==> src/idll_pkg.sv <==
// Shared types and constants for the indexed doubly linked list core.
`default_nettype none
package idll_pkg;

  localparam int NUM_SLOTS = 15;
  localparam int SLOT_W    = 4;
  localparam int VALUE_W   = 64;
  localparam int COUNT_W   = 4;
  localparam int QUEUE_DEPTH = 2;

  typedef logic [SLOT_W-1:0]  slot_t;
  typedef logic [VALUE_W-1:0] value_t;
  typedef logic [COUNT_W-1:0] count_t;

  typedef enum logic [1:0] {
    ST_OK        = 2'd0,
    ST_NO_ANCHOR = 2'd1,
    ST_FULL      = 2'd2,
    ST_EMPTY     = 2'd3
  } status_t;

  typedef enum logic {
    OP_INSERT = 1'b0,
    OP_DELETE = 1'b1
  } op_t;

  typedef struct packed {
    logic   func;
    slot_t  anchor;
    value_t value;
  } req_t;

  typedef struct packed {
    status_t status;
    slot_t   slot;
    count_t  live_count;
  } rsp_t;

  // Classified command handed from front to back
  typedef struct packed {
    op_t    op;
    logic   in_range;
    slot_t  anchor;
    value_t value;
  } cmd_t;

  // Queue head as seen by the back end
  typedef struct packed {
    logic valid;
    cmd_t cmd;
  } q_head_t;

endpackage
`default_nettype wire

==> src/indexed_doubly_linked_list_core.sv <==
// Top level: indexed doubly linked list with free chain, front queue and back sequencer.
//
//   channel   ports                 beat taken when
//   request   start, busy, req      start && !busy at the clock edge
//   result    done, rsp             done high for one cycle; always taken
//
// An insert steps through CHECK, INS1, INS2 and INS3, a delete through CHECK, DEL1
// and DEL2, and an error ends in CHECK; the sequencer pops the next command in IDLE.
// The back sequencer reads and writes the link arrays one entry per array per cycle.
// The front queue holds two commands, so busy rises only when both are waiting.
// Synchronous reset restores the free chain and empties the list.
`default_nettype none
module indexed_doubly_linked_list_core
  import idll_pkg::*;
(
  input  wire logic clk,
  input  wire logic rst,
  input  wire logic start,
  output logic      busy,
  input  wire req_t req,
  output logic      done,
  output rsp_t      rsp
);

  q_head_t head;
  logic    pop;

  idll_front u_front (
    .clk   (clk),
    .rst   (rst),
    .start (start),
    .busy  (busy),
    .req   (req),
    .head  (head),
    .pop   (pop)
  );

  idll_back u_back (
    .clk  (clk),
    .rst  (rst),
    .head (head),
    .pop  (pop),
    .done (done),
    .rsp  (rsp)
  );

endmodule
`default_nettype wire

==> src/idll_front.sv <==
// Front end: accepts request beats, classifies them and queues them for the back end.
`default_nettype none
module idll_front
  import idll_pkg::*;
(
  input  wire logic    clk,
  input  wire logic    rst,
  input  wire logic    start,
  output logic         busy,
  input  wire req_t    req,
  output q_head_t      head,
  input  wire logic    pop
);

  localparam int PTR_W = $clog2(QUEUE_DEPTH);
  localparam int CNT_W = $clog2(QUEUE_DEPTH + 1);

  cmd_t             q_mem [QUEUE_DEPTH];
  logic [PTR_W-1:0] wr_ptr;
  logic [PTR_W-1:0] rd_ptr;
  logic [CNT_W-1:0] fill;
  logic             push;
  logic             do_pop;
  cmd_t             cls;

  assign busy   = (fill == CNT_W'(QUEUE_DEPTH));
  assign push   = start && !busy;
  assign do_pop = pop && (fill != '0);

  always_comb begin
    cls.op       = req.func ? OP_DELETE : OP_INSERT;
    cls.in_range = ({1'b0, req.anchor} <= (SLOT_W+1)'(NUM_SLOTS));
    cls.anchor   = req.anchor;
    cls.value    = req.value;
  end

  assign head.valid = (fill != '0);
  assign head.cmd   = q_mem[rd_ptr];

  always_ff @(posedge clk) begin
    if (push) begin
      q_mem[wr_ptr] <= cls;
    end
  end

  always_ff @(posedge clk) begin
    if (rst) begin
      wr_ptr <= '0;
      rd_ptr <= '0;
      fill   <= '0;
    end else begin
      if (push) begin
        wr_ptr <= (wr_ptr == PTR_W'(QUEUE_DEPTH - 1)) ? '0 : wr_ptr + 1'b1;
      end
      if (do_pop) begin
        rd_ptr <= (rd_ptr == PTR_W'(QUEUE_DEPTH - 1)) ? '0 : rd_ptr + 1'b1;
      end
      if (push && !do_pop) begin
        fill <= fill + 1'b1;
      end else if (!push && do_pop) begin
        fill <= fill - 1'b1;
      end
    end
  end

endmodule
`default_nettype wire

==> src/idll_back.sv <==
// Back end: sequences list updates over the link arrays and drives the result beat.
`default_nettype none
module idll_back
  import idll_pkg::*;
(
  input  wire logic    clk,
  input  wire logic    rst,
  input  wire q_head_t head,
  output logic         pop,
  output logic         done,
  output rsp_t         rsp
);

  localparam int DEPTH = NUM_SLOTS + 1;

  typedef enum logic [2:0] {
    S_IDLE,
    S_CHECK,
    S_INS1,
    S_INS2,
    S_INS3,
    S_DEL1,
    S_DEL2
  } state_t;

  state_t state;
  cmd_t   cur;
  slot_t  s_slot;
  slot_t  nfree;
  slot_t  n_link;
  slot_t  p_link;
  slot_t  free_head;
  count_t count;

  value_t value_store [DEPTH];
  slot_t  next_link   [DEPTH];
  slot_t  prev_link   [DEPTH];
  logic   in_use      [DEPTH];

  logic bad_ins_anchor;
  logic bad_del_anchor;
  logic full;

  assign pop = (state == S_IDLE) && head.valid;

  assign bad_ins_anchor = !cur.in_range || (cur.anchor != '0 && !in_use[cur.anchor]);
  assign bad_del_anchor = !cur.in_range || cur.anchor == '0 || !in_use[cur.anchor];
  assign full = ({1'b0, count} >= (COUNT_W+1)'(NUM_SLOTS)) || free_head == '0 ||
                ({1'b0, free_head} > (SLOT_W+1)'(NUM_SLOTS));

  // Value store: written only, no reset
  always_ff @(posedge clk) begin
    if (state == S_INS1) begin
      value_store[s_slot] <= cur.value;
    end else if (state == S_DEL1) begin
      value_store[cur.anchor] <= '0;
    end
  end

  always_ff @(posedge clk) begin
    if (rst) begin
      state     <= S_IDLE;
      done      <= 1'b0;
      free_head <= slot_t'(1);
      count     <= '0;
      for (int i = 0; i < DEPTH; i++) begin
        next_link[i] <= (i == 0 || i == NUM_SLOTS) ? '0 : slot_t'(i + 1);
        prev_link[i] <= '0;
        in_use[i]    <= 1'b0;
      end
    end else begin
      done <= 1'b0;
      case (state)
        S_IDLE: begin
          if (head.valid) begin
            cur   <= head.cmd;
            state <= S_CHECK;
          end
        end
        S_CHECK: begin
          if (cur.op == OP_INSERT) begin
            if (bad_ins_anchor) begin
              done  <= 1'b1;
              rsp   <= '{status: ST_NO_ANCHOR, slot: '0, live_count: count};
              state <= S_IDLE;
            end else if (full) begin
              done  <= 1'b1;
              rsp   <= '{status: ST_FULL, slot: '0, live_count: count};
              state <= S_IDLE;
            end else begin
              s_slot <= free_head;
              nfree  <= next_link[free_head];
              state  <= S_INS1;
            end
          end else begin
            if (count == '0) begin
              done  <= 1'b1;
              rsp   <= '{status: ST_EMPTY, slot: '0, live_count: count};
              state <= S_IDLE;
            end else if (bad_del_anchor) begin
              done  <= 1'b1;
              rsp   <= '{status: ST_NO_ANCHOR, slot: '0, live_count: count};
              state <= S_IDLE;
            end else begin
              p_link <= prev_link[cur.anchor];
              n_link <= next_link[cur.anchor];
              state  <= S_DEL1;
            end
          end
        end
        S_INS1: begin
          n_link <= next_link[cur.anchor];
          state  <= S_INS2;
        end
        S_INS2: begin
          next_link[s_slot] <= n_link;
          prev_link[s_slot] <= cur.anchor;
          free_head         <= nfree;
          state             <= S_INS3;
        end
        S_INS3: begin
          next_link[cur.anchor] <= s_slot;
          prev_link[n_link]     <= s_slot;
          in_use[s_slot]        <= 1'b1;
          count                 <= count + 1'b1;
          done                  <= 1'b1;
          rsp   <= '{status: ST_OK, slot: s_slot, live_count: count + 1'b1};
          state <= S_IDLE;
        end
        S_DEL1: begin
          next_link[p_link] <= n_link;
          prev_link[n_link] <= p_link;
          state             <= S_DEL2;
        end
        S_DEL2: begin
          in_use[cur.anchor]    <= 1'b0;
          prev_link[cur.anchor] <= '0;
          next_link[cur.anchor] <= free_head;
          free_head             <= cur.anchor;
          count                 <= count - 1'b1;
          done                  <= 1'b1;
          rsp   <= '{status: ST_OK, slot: cur.anchor, live_count: count - 1'b1};
          state <= S_IDLE;
        end
        default: begin
          state <= S_IDLE;
        end
      endcase
    end
  end

endmodule
`default_nettype wire

==> config.mk <==
export PLATFORM = sky130hd
export DESIGN_NAME = indexed_doubly_linked_list_core
export DESIGN_NICKNAME = d
export VERILOG_FILES = /design/src/idll_pkg.sv /design/src/indexed_doubly_linked_list_core.sv /design/src/idll_front.sv /design/src/idll_back.sv
export SDC_FILE = /design/constraint.sdc
export NUM_CORES = 1
export LEC_CHECK = 0
export ABC_CLOCK_PERIOD_IN_PS = 2300
export BUFFER_PORTS_ARGS = -buffer_cell sky130_fd_sc_hd__buf_2
export CAP_MARGIN = 20
export CORE_ASPECT_RATIO = 0.8
export CORE_MARGIN = 3
export CORE_UTILIZATION = 54
export DETAILED_ROUTE_END_ITERATION = 8
export PLACE_DENSITY = 0.87
export SLEW_MARGIN = 20
export SYNTH_ARGS = -nofsm -noshare
export SYNTH_HDL_FRONTEND = slang
export SYNTH_SLANG_ARGS = --single-unit
export TNS_END_PERCENT = 20
==> constraint.sdc <==
create_clock -name clk -period 2.3 [get_ports clk]
set_input_delay 0.23 -clock clk [delete_from_list [all_inputs] [get_ports clk]]
set_output_delay 0.23 -clock clk [all_outputs]
set_load 0.05 [all_outputs]
======== Word level (Yosys, flattened, before mapping) ========
Memories as Yosys holds them, arrays and structs flattened. A register that Yosys moved wholly into a read port is not among the register bits.
Cells that the tools add are included.
word-level totals
  RAM bits ................................ 282
  register bits ........................... 35
  input port bits ......................... 72
  logic and storage cells ................. 157
  output and inout bits ................... 12
  memories kept ........................... 4
memories
  name              depth  bits a word  read ports  clocked after memory_dff  wr ports  line              RTL
  u_front.q_mem     2      69           1           1                         1         idll_front.sv:18  cmd_t q_mem [QUEUE_DEPTH];
  u_back.next_link  16     4            2           1                         16        idll_back.sv:36   slot_t next_link [DEPTH];
  u_back.prev_link  16     4            1           1                         16        idll_back.sv:37   slot_t prev_link [DEPTH];
  u_back.in_use     16     1            1           0                         16        idll_back.sv:38   logic in_use [DEPTH];
operators by class
  order comparisons ....................... 1
  multiplexer cells ....................... 72
  reduce and logical (&&, ||, !) cells .... 40
  bitwise gates (word level) .............. 8
  add/subtract/negate cells ............... 6
  equality and inequality tests ........... 13
operator list
  cell                                                                    count
  4-bit 2-to-1 mux                                                        19
  10-bit 2-to-1 mux                                                       5
  1-bit 2-to-1 mux                                                        34
  10-bit one-hot mux with 3 select lines                                  1
  4-bit one-hot mux with 2 select lines                                   3
  4-bit OR reduction                                                      6
  3-bit 2-to-1 mux                                                        5
  3-bit one-hot mux with 5 select lines                                   1
  5-bit AND reduction                                                     3
  4-bit zero test                                                         3
  2-bit nonzero test                                                      5
  3-bit equality test (second input constant)                             3
  3-bit by 2-bit equality test with 1-bit output (second input constant)  2
  1-bit logical AND                                                       6
  2-bit 2-to-1 mux                                                        3
  1-bit inverter                                                          6
  1-bit zero test                                                         5
  4-bit by 1-bit adder with 4-bit output (second input constant)          1
  4-bit greater-or-equal comparator (second input constant)               1
  1-bit logical OR                                                        4
  2-bit by 1-bit != test with 1-bit output (second input constant)        2
  2-bit != test (second input constant)                                   2
  4-bit by 1-bit != test with 1-bit output (second input constant)        1
  4-bit != test (second input constant)                                   1
  other kinds (15)                                                        18

======== Longest topological paths before layout ========
Gate-level depths: netlist of the first run.
  depth after elaboration ................. 8
  depth in mapped cells ................... 8
  gate-level depth less buffers ........... 7

======== By module ========
A second synthesis of the first run with hierarchy kept.
unflattened totals
  cells, all modules ...................... 995
  area total of the unflattened synthesis .. 15,038.2 um^2
modules (own cells, without submodules)
  module      area each (um^2)  instances  cells each  seq. area each (um^2)
  idll_back   9,789.4           1          753         5,605.4
  idll_front  5,248.8           1          242         4,244.1

======== Worst setup path before layout of the first run ========
OpenSTA, ideal clock, no wires.
  kind .................................... reg2reg
  from .................................... register u_back.cur[64] (netlist bit)
  to ...................................... register u_back.rsp[0] (netlist name)
  setup slack ............................. 43 ps
  period minus slack after synthesis ...... 2,257 ps
  setup time .............................. 343 ps
  buffers on the path ..................... 2
  data arrival time ....................... 1,914 ps
  required time ........................... 1,957 ps
  stages on the path, launching flop included .. 8
  cells stage by stage .................... edfxtp_1 buf_2 buf_2 mux2_2 o221ai_1 o221ai_1 nand3_1 and3_1
between the ends
  longest elaborated chain between the ends .. 6
  elaborated cells on any way between the ends .. 11
  those cells by class .................... eq/ne (2); reduce/logical (8); memory (1)
RTL lines
  what                                                       line             RTL
  from (decl)                                                idll_back.sv:27  cmd_t cur;
  from (signal assigned)                                     idll_back.sv:76  cur <= head.cmd;
  memory read 16 x 1 bit                                     --
  1-bit zero test                                            --
  1-bit logical AND                                          idll_back.sv:46  assign bad_ins_anchor = !cur.in_range || (cur.anchor != '0 && !in_use[cur.anchor]);
  1-bit logical OR                                           idll_back.sv:46
  4-bit by 1-bit != test with 1-bit output (no source line)  --
  4-bit AND reduction (no source line) (*)                   --
Every way passes the cells marked *; elsewhere a longest branch is shown, timed or not.
A chain may end at the register's enable or synchronous reset.

==> flow_summary.ini, run 1 <==
[outcome]
outcome = complete, no violations

[pwr]
ir_drop_v = 0.000529
power_frac_seq = 0.450
swShare = 0.292
power.switching_mw = 2.84
p_leak_nw = 4.29
power.density_mw_per_mm2 = 804
clockPowerShare = 0.324
internal_power_mw = 6.89
p_comb_frac = 0.226

[yosys]
syn_avg_cell_area_um2 = 12.6
syn_inst = 814
ys_warn_count = 0
synth_ff_type = edfxtp_1
synth.cell_area_mm2 = 0.0102
synth_seq_cells = 201
synth_edf_count = 185
synth.distinct_cells = 74
syn_nets = 890
yosysSeqAreaShare = 0.573
synthArstFlopShare = 0

[hold_path]
min_path_type = input pin to flip-flop

[sta]
fin_crit_ns = 2.25
worst_pin_slew_ns = 0.585
fin_ws_ns = 0.0535
setup_violations = 0
final-hold-violation-count = 0
slew_viol_final = 0
tns_ns = 0
fin_skew_ns = 0.0240
relSlewSlack = 0.609
max_freq_mhz = 445
period_share = 0.977

[final_layout]
fin_cells = 1165
area.growth.synth_to_final_pct = 18.1
layout-drive-gt1-share = 0.294
nets = 974
post-route-cell-area_mm2 = 0.0121
antenna_cells = 0
finish.utilization = 0.658

[detailed_routing]
drt-total-wl_mm = 26.6
wl_per_cell_um = 22.8
drt_iter0_markers = 1157
dr.pass1.iters = 6
drc = 0
routed_via_density = 6.52
vias = 7594
ant_nets = 0

[critical_path]
cp_common_cell = buf_4
worst_setup_path_start_kind = flip-flop
cp_slowest_stage_delay_ns = 0.48
slowest_stage = o211ai_1
path_max_fanout = 9
endpoint_kind = flip-flop
arrival_ns = 2.48
cp.required_ns = 2.54
cp_cell_sequence = buf_4, nand2_2, a21oi_2, buf_4, o211ai_1, buf_4, nor3_4, or2_2
criticalPathCategory = flip-flop to flip-flop

[global_route]
antenna_found_initial = 0
grt_overflow = 0
grt_pass1_vias = 7640
grt_max_degree = 39
grt_pass1_wl_mm = 41.5
grt_usage = 0.258

[clocking]
htreeDepth = 1
cts.clk_slew.worst_paths_ns = 0.06
cts.sinks = 201
cts_buffers = 20
cts_buffer_depth = 3
clk_latency_ns = 0.51
cts_tree = yes
cts-root-buf = clkbuf_16

[floorplanning]
start_util = 0.557
die_w_um = 160
die_h_um = 129
core-area_mm2 = 0.0184
io_pins = 84
rows = 44
die_area_mm2 = 0.0207

[placement]
portBuffers = 19
dp_cells = 1122
dp_hpwl_mm = 17.3
pre_cts_ws_ns = -0.158
routabilityCongestion = 0.895
dpl_cell_area_mm2 = 0.0113

[run]
drv_cap = 0
placed cells by master, fill, tap and decap left out, types with 10 or more instances in the layout:
cell / count
o21ai_0: 26
nand3_1: 30
nor2_1: 129
nand2_1: 71
clkbuf_16: 21
buf_4: 84
mux2i_1: 42
a221oi_1: 17
dfxtp_1: 13
mux4_2: 38
nor2b_1: 10
edfxtp_1: 185
buf_12: 15
mux2_2: 12
a21oi_1: 10
buf_2: 19
critical path, delay by kind of cell (launching register included):
family / cells / cell delay, ns
AOI/OAI and AO/OA: 2 / 0.57
buffers and inverters: 3 / 0.55
and+or+nand+nor: 3 / 0.49
DFF: 1 / 0.37
state kept, by name, indices dropped and copies added (netlist names):
name	count
u_back.count	4
u_back.cur	5
u_back.done	1
u_back.free_head	4
u_back.in_use	16
u_back.n_link	4
u_back.next_link	64
u_back.nfree	4
u_back.p_link	4
u_back.prev_link	64
u_back.rsp	10
u_back.s_slot	4
u_back.state	3
u_front.fill	2
u_front.q_mem	10
u_front.rd_ptr	1
u_front.wr_ptr	1
path summary, 6_finish.rpt:
check / start / depth (start not counted) / slack [ns] / endpoint
worst max-delay path: u_back.state[0] / 8 / 0.05 / u_back.next_link[10][0]
worst min-delay path: rst / 3 / 0.22 / u_front.fill[0]
worst max register to register: u_back.state[0] / 8 / 0.05 / u_back.next_link[10][0]
worst min register to register: u_back.nfree[3] / 1 / 0.48 / u_back.free_head[3]
through the flow:
| step | power [mW] | hold WS (ns) |
|---|---|---|
| 4_1_cts | 9.63 | 0.204 |
| 6_report | 9.73 | 0.215 |
| 5_1_grt | 10.1 | 0.214 |
| 3_5_place_dp | 6.50 | 0.422 |
| 3_3_place_gp | 6.42 | 0.419 |
| 2_1_floorplan | 5.81 | 0.329 |
power groups by stage:
stage / Clock, mW / Combinational, mW / Sequential, mW
4_1_cts: 3.16 / 2.09 / 4.38
3_3_place_gp: 0 / 1.98 / 4.44
6_report: 3.16 / 2.20 / 4.37
3_5_place_dp: 0 / 2.04 / 4.45
5_1_grt: 3.33 / 2.33 / 4.39
2_1_floorplan: 0 / 1.35 / 4.47
area by class of cell:
| type | instances | area (um^2) |
|---|---|---|
| clock buffers | 26 | 574 |
| clock inverters | 10 | 58.8 |
| fillers | 1237 | 6280 |
| inverters | 9 | 33.8 |
| multi-input cells | 543 | 4170 |
| flip-flops and latches | 201 | 5880 |
| well taps | 253 | 317 |
| repair buffers | 123 | 1080 |
kinds of logic (layout without fill, tap and decap cells):
logic type | after synthesis | count (layout) | synth area share
AND/OR/NAND/NOR | 323 | 323 | 0.152
flip-flops | 201 | 201 | 0.573
AO/OA/AOI/OAI | 108 | 108 | 0.0814
multiplexers | 98 | 98 | 0.146
buffers and inverters | 70 | 168 | 0.0333
XOR/XNOR | 10 | 10 | 0.00855
adder cells (fa/ha/maj) | 4 | 4 | 0.00488
cells in the mapped netlist (9+ instances only):
cell,count,area share
a21oi_1,11,0.0054
a221oi_1,17,0.015
a22oi_1,9,0.0066
buf_2,17,0.0083
buf_4,11,0.0081
clkbuf_1,25,0.0092
dfxtp_1,16,0.031
edfxtp_1,185,0.54
mux2_2,12,0.013
mux2i_1,44,0.043
mux4_2,38,0.084
nand2_1,76,0.028
nand3_1,31,0.015
nor2_1,129,0.047
nor2b_1,10,0.0061
nor3_1,12,0.0059
o21ai_0,26,0.013
per-layer routing:
metal,part of all wire,vias up,wire (um),global-route usage
li1,-,3234,-,-
met1,0.36,3650,9670,0.334
met2,0.46,576,12300,0.421
met3,0.12,134,3300,0.0729
met4,0.048,0,1280,0.0944
met5,0,-,0,0
repair_timing:
item | CTS | global route
hold buffers | 5 | 0
endpoints found under the hold margin | 10 | 0
pin swaps | 1 | 4
buffers inserted | 0 | 2
gates resized for setup | 9 | 25
setup endpoints to repair | 111 | 174
No activity file was read; power rests on OpenSTA's default activity.
==> run 2: changes to the inputs <==
--- a/config.mk
+++ b/config.mk
@@ -9,7 +9,7 @@
 export BUFFER_PORTS_ARGS = -buffer_cell sky130_fd_sc_hd__buf_2
 export CAP_MARGIN = 20
 export CORE_ASPECT_RATIO = 0.8
-export CORE_MARGIN = 3
+export CORE_MARGIN = 2
 export CORE_UTILIZATION = 54
 export DETAILED_ROUTE_END_ITERATION = 8
 export PLACE_DENSITY = 0.87
==> run 2 against run 1 <==
The flow now finishes with violations (setup timing). Critical path type unchanged. Count of clock-buffer cells in the layout increased by 5. Sequential power about the same. Register-to-register slack got worse by 0.05 ns. Wire length decreased by 3.1%. Clock skew decreased by 0.0092 ns. Global-route usage increased by 0.31 points. Combinational power decreased by 2%. Sequential share of layout area increased by 0.32 points. Setup slack got worse by 0.054 ns. Final cell count increased by 0.34%. Sequential cell count unchanged. Largest cell class unchanged. Cell area decreased by 0.76%.
==> flow_summary.ini, run 2 (synthesis gave the netlist of run 1 again) <==
[floorplanning]
start_util = 0.545
rows = 45
io_pins = 84
die_h_um = 127
die_area_mm2 = 0.0201
die_w_um = 158
core-area_mm2 = 0.0188

[sta]
holdWs_ns = 0.220
setup_violations = 3
rsz0062_at_grt = true
fin_skew_ns = 0.0148
final-hold-violation-count = 0
fin_crit_ns = 2.30
max_freq_mhz = 435
slew_viol_final = 0
fin_ws_ns = -0.000421
relSlewSlack = 0.649
worst_pin_slew_ns = 0.527
period_share = 1.00

[final_layout]
layout-drive-gt1-share = 0.274
layout_commonest_cell = edfxtp_1
area.growth.synth_to_final_pct = 17.2
antenna_cells = 0
final_cell_mix = 185 x edfxtp_1, 127 x nor2_1, 83 x buf_4, 74 x nand2_1, 43 x mux2i_1
fin_cells = 1169
post-route-cell-area_mm2 = 0.0120
nets = 973
reg_top3 = u_back.next_link x64, u_back.prev_link x64, u_back.in_use x16

[critical_path]
slowest_stage = o31ai_2
path_max_fanout = 18
worst_setup_path_start_kind = flip-flop
path_delay_family = simple AND/OR/NAND/NOR gates
cp_cell_sequence = nand4bb_1, buf_12, mux2i_2, o31ai_2, nand3_1, nand2_1
cp_slowest_stage_delay_ns = 0.51
endpoint_kind = flip-flop
ff2ff_path_depth = 6
reg2reg_from = u_back.state[0]
crit_buf_inv = 1
cp.required_ns = 2.49
r2r-end = u_back.prev_link[11][1]
rrSetupSlack_ns = -0.0004
arrival_ns = 2.49
criticalPathCategory = flip-flop to flip-flop

[pwr]
power.density_mw_per_mm2 = 818
p_leak_nw = 4.28
ir_drop_v = 0.000566

[global_route]
antenna_found_initial = 0
grt_overflow = 0
grt_pass1_vias = 7313
grt_usage = 0.261
grt_pass1_wl_mm = 39.8
grt_max_degree = 40

[run]
drv_cap = 0

[hold_path]
hold_start = start
min_path_type = input pin to flip-flop
hold_depth = 4
min_to = u_front.wr_ptr

[placement]
routabilityCongestion = 0.898
portBuffers = 19
dp_cells = 1125
dp_hpwl_mm = 17.6
dpl_cell_area_mm2 = 0.0112
pre_cts_ws_ns = 0.00140

[clocking]
cts_buffer_depth = 3
cts-root-buf = clkbuf_16
cts.clk_slew.worst_paths_ns = 0.07
cts_buffers = 21
clk_latency_ns = 0.50
htreeDepth = 1
cts.sinks = 201
cts_tree = yes

[detailed_routing]
ant_nets = 0
drc = 0
vias = 7419
dr.pass1.iters = 5
drt_iter0_markers = 928
wl_per_cell_um = 22.0
routed_via_density = 6.35
drt-total-wl_mm = 25.8

[outcome]
violations = setup timing
outcome = finished with violations
## run 2: changes by cell type in the layout (fill, tap and decap cells not counted), moves of 2 or more
cell        change
buf_12          -2
clkbuf_1        +5
clkinv_1        +2
clkinv_2        -5
clkinvlp_4      -3
dfxtp_1         +3
dfxtp_2         -2
nand2_1         +3
nand2_2         -3
nor2_1          -2
nor2_2          +2
o31ai_2         +2
o31ai_4         -2
## run 2: cell type report
type / count / area (um^2)
Inverter: 9 / 33.8
Sequential cell: 201 / 5880
Timing Repair Buffer: 121 / 1040
Clock inverter: 6 / 57.6
Clock buffer: 31 / 593
Multi-Input combinational cell: 543 / 4090
Tap cell: 258 / 323
Fill cell: 1354 / 6790
## run 2: worst min-delay path, stage by stage
cell and delay (ns):
buf_2 0.11, nand2_1 0.15, xor2_1 0.10, nor2_1 0.09
## run 2: worst max path at each step
stage	start	endpoint	slack, ns	cells past startpoint
after floorplan	u_back.cur[64]	u_back.rsp[0]	0.04	7
after global placement	rst	u_back.prev_link[3][0]	0.08	7
after detailed placement	u_back.state[2]	u_back.next_link[4][1]	0.001	6
after CTS	u_back.state[2]	u_back.next_link[0][1]	0.02	6
after global routing	u_back.state[0]	u_back.prev_link[3][3]	-0.07	6
final	u_back.state[0]	u_back.prev_link[11][1]	-0.0004	6
## run 2: metal layers
layer	part of all wire	global-route usage
met1	0.39	0.355
met2	0.48	0.431
met3	0.11	0.0526
met4	0.023	0.0726
met5	0	0
## run 2: repair_timing
action | 4_1_cts | 5_1_grt
setup buffers | 0 | 2
gates resized for setup | 2 | 16
hold endpoints to repair | 10 | 0
pin swaps | 0 | 4
hold buffers | 5 | 0
endpoints found under the setup margin | 4 | 98
## run 2: per-stage QoR
| stage | power [mW] | setup TNS, ns | util |
|---|---|---|---|
| final | 9.82 | -0.000940 | 0.639 |
| after global routing | 10.1 | -1.35 | 0.639 |
| after CTS | 9.73 | 0 | 0.635 |
| after detailed placement | 6.49 | 0 | 0.597 |
| after global placement | 6.41 | 0 | 0.597 |
| after floorplan | 5.81 | 0 | - |
## run 2: power by group
part           switching [mW]  internal (mW)  leakage, nW
Clock                    1.40           1.90        0.312
Sequential              0.155           4.23         1.88
Combinational            1.27          0.878         2.08
Total                    2.82           7.00         4.28
==> run 3: changes to the inputs <==
--- a/config.mk
+++ b/config.mk
@@ -13,6 +13,7 @@
 export CORE_UTILIZATION = 54
 export DETAILED_ROUTE_END_ITERATION = 8
 export PLACE_DENSITY = 0.87
+export SKIP_LAST_GASP = 1
 export SLEW_MARGIN = 20
 export SYNTH_ARGS = -nofsm -noshare
 export SYNTH_HDL_FRONTEND = slang
==> run 3 against run 2 <==
Clock skew shrank 0.0027 ns. Largest power group unchanged. The flow still finishes with violations (setup timing). Clock power is essentially flat. Highest routed layer unchanged. Worst hold slack lost 0.020 ns. Critical endpoint unchanged. Count of clock-buffer cells in the layout is the same.
==> flow_summary.ini, run 3 (synthesis gave the netlist of run 1 again) <==
[outcome]
outcome = finished with violations
violations = setup timing

[critical_path]
endpoint_kind = flip-flop
path_max_fanout = 18
crit_start = u_back.state[0]
cp_cell_sequence = nand4bb_1, buf_12, mux2i_2, o31ai_2, nand3_1, nand2_1
cp_slowest_stage_delay_ns = 0.52
cp.required_ns = 2.49
reg2reg_from = u_back.state[0]
slowest_stage = o31ai_2
criticalPathCategory = flip-flop to flip-flop
worst_setup_path_start_kind = flip-flop
arrival_ns = 2.50

[hold_path]
hold_start = start
min_path_type = input pin to flip-flop

[sta]
slew_viol_final = 0
relSlewSlack = 0.631
fin_ws_ns = -0.0166
period_share = 1.01
setup_violations = 4
worst_pin_slew_ns = 0.551
rsz0062_at_grt = true
tns_ns = -0.0645
holdWs_ns = 0.200
fin_skew_ns = 0.0121
max_freq_mhz = 432
final-hold-violation-count = 0
fin_crit_ns = 2.32

[pwr]
power.total_mw = 9.82
ir_drop_v = 0.000566
power.density_mw_per_mm2 = 818
p_leak_nw = 4.27

[detailed_routing]
vias = 7476
ant_nets = 0
drt-total-wl_mm = 25.8
drt_iter0_markers = 1031
drc = 0
routed_via_density = 6.40
dr.pass1.iters = 6
wl_per_cell_um = 22.1

[clocking]
cts_buffer_depth = 3
cts.sinks = 201
cts-root-buf = clkbuf_16
cts_buffers = 21
clk_latency_ns = 0.50
cts_tree = yes
cts.clk_slew.worst_paths_ns = 0.07
htreeDepth = 1

[placement]
routabilityCongestion = 0.898
portBuffers = 19
pre_cts_ws_ns = 0.00140
dp_hpwl_mm = 17.6
dp_cells = 1125

[floorplanning]
start_util = 0.545
die_h_um = 127
rows = 45
die_w_um = 158
io_pins = 84
core-area_mm2 = 0.0188
die_area_mm2 = 0.0201

[final_layout]
regArea_mm2 = 0.00588
antenna_cells = 0
num-fill-cells = 1358
fin_cells = 1169
area.growth.synth_to_final_pct = 17.1
layout-drive-gt1-share = 0.269
nets = 973
multi_input_area_mm2 = 0.00408
reg_top3 = u_back.next_link x64, u_back.prev_link x64, u_back.in_use x16
final_cell_mix = 185 x edfxtp_1, 129 x nor2_1, 83 x buf_4, 76 x nand2_1, 43 x mux2i_1
layout_commonest_cell = edfxtp_1

[run]
drv_cap = 0

[global_route]
grt_pass1_wl_mm = 39.8
antenna_found_initial = 0
grt_pass1_vias = 7332
grt_overflow = 0
grt_usage = 0.261
grt_max_degree = 40
-- run 3: cell counts in the layout (fill, tap and decap cells not counted) --
Identical to the previous run, type by type.
-- run 3: per-layer routing --
layer	GRT usage	vias up	wire length, um
li1	-	3233	-
met1	0.354	3642	9920
met2	0.431	523	12400
met3	0.0526	78	2790
met4	0.0753	0	641
met5	0	-	0
-- run 3: per-stage QoR --
step	instance area, um^2	utilization
finish	12000	0.638
global route	12000	0.638
CTS	11900	0.635
detailed placement	11200	0.597
global placement	11200	0.597
floorplan	10200	-
-- run 3: final cells by class --
| class | count | share of cell area |
|---|---|---|
| multi-input cells | 543 | 0.340 |
| well taps | 258 | 0.0269 |
| inverters | 9 | 0.00282 |
| clock buffers | 31 | 0.0494 |
| clock inverters | 6 | 0.00480 |
| repair buffers | 121 | 0.0866 |
| flip-flops and latches | 201 | 0.490 |
-- run 3: worst max-delay path, delay by kind of cell, from the launching register on --
kind / cells / cell delay [ns]
simple gates: 3 / 0.72
compound gates: 1 / 0.52
flops: 1 / 0.33
mux: 1 / 0.23
buf+inv: 1 / 0.20
-- run 3: path summary, 6_finish.rpt --
check | end | slack [ns] | depth (start not counted)
setup / recovery | u_back.prev_link[11][1] | -0.02 | 6
hold / removal | u_front.wr_ptr | 0.20 | 4
setup reg to reg | u_back.prev_link[11][1] | -0.02 | 6
hold reg to reg | u_back.free_head[3] | 0.49 | 1
-- run 3: report_power, final --
| part | internal, mW | switching (mW) |
|---|---|---|
| clock | 1.90 | 1.39 |
| combinational | 0.875 | 1.26 |
| sequential | 4.23 | 0.159 |
-- run 3: timing repair --
item / 4_1_cts / 5_1_grt
resized for setup: 1 / 12
hold endpoints to repair: 10 / 0
setup buffers: 0 / 2
setup endpoints to repair: 4 / 99
hold buffers: 5 / 0
pin swaps: 0 / 1
cloned: 0 / 0
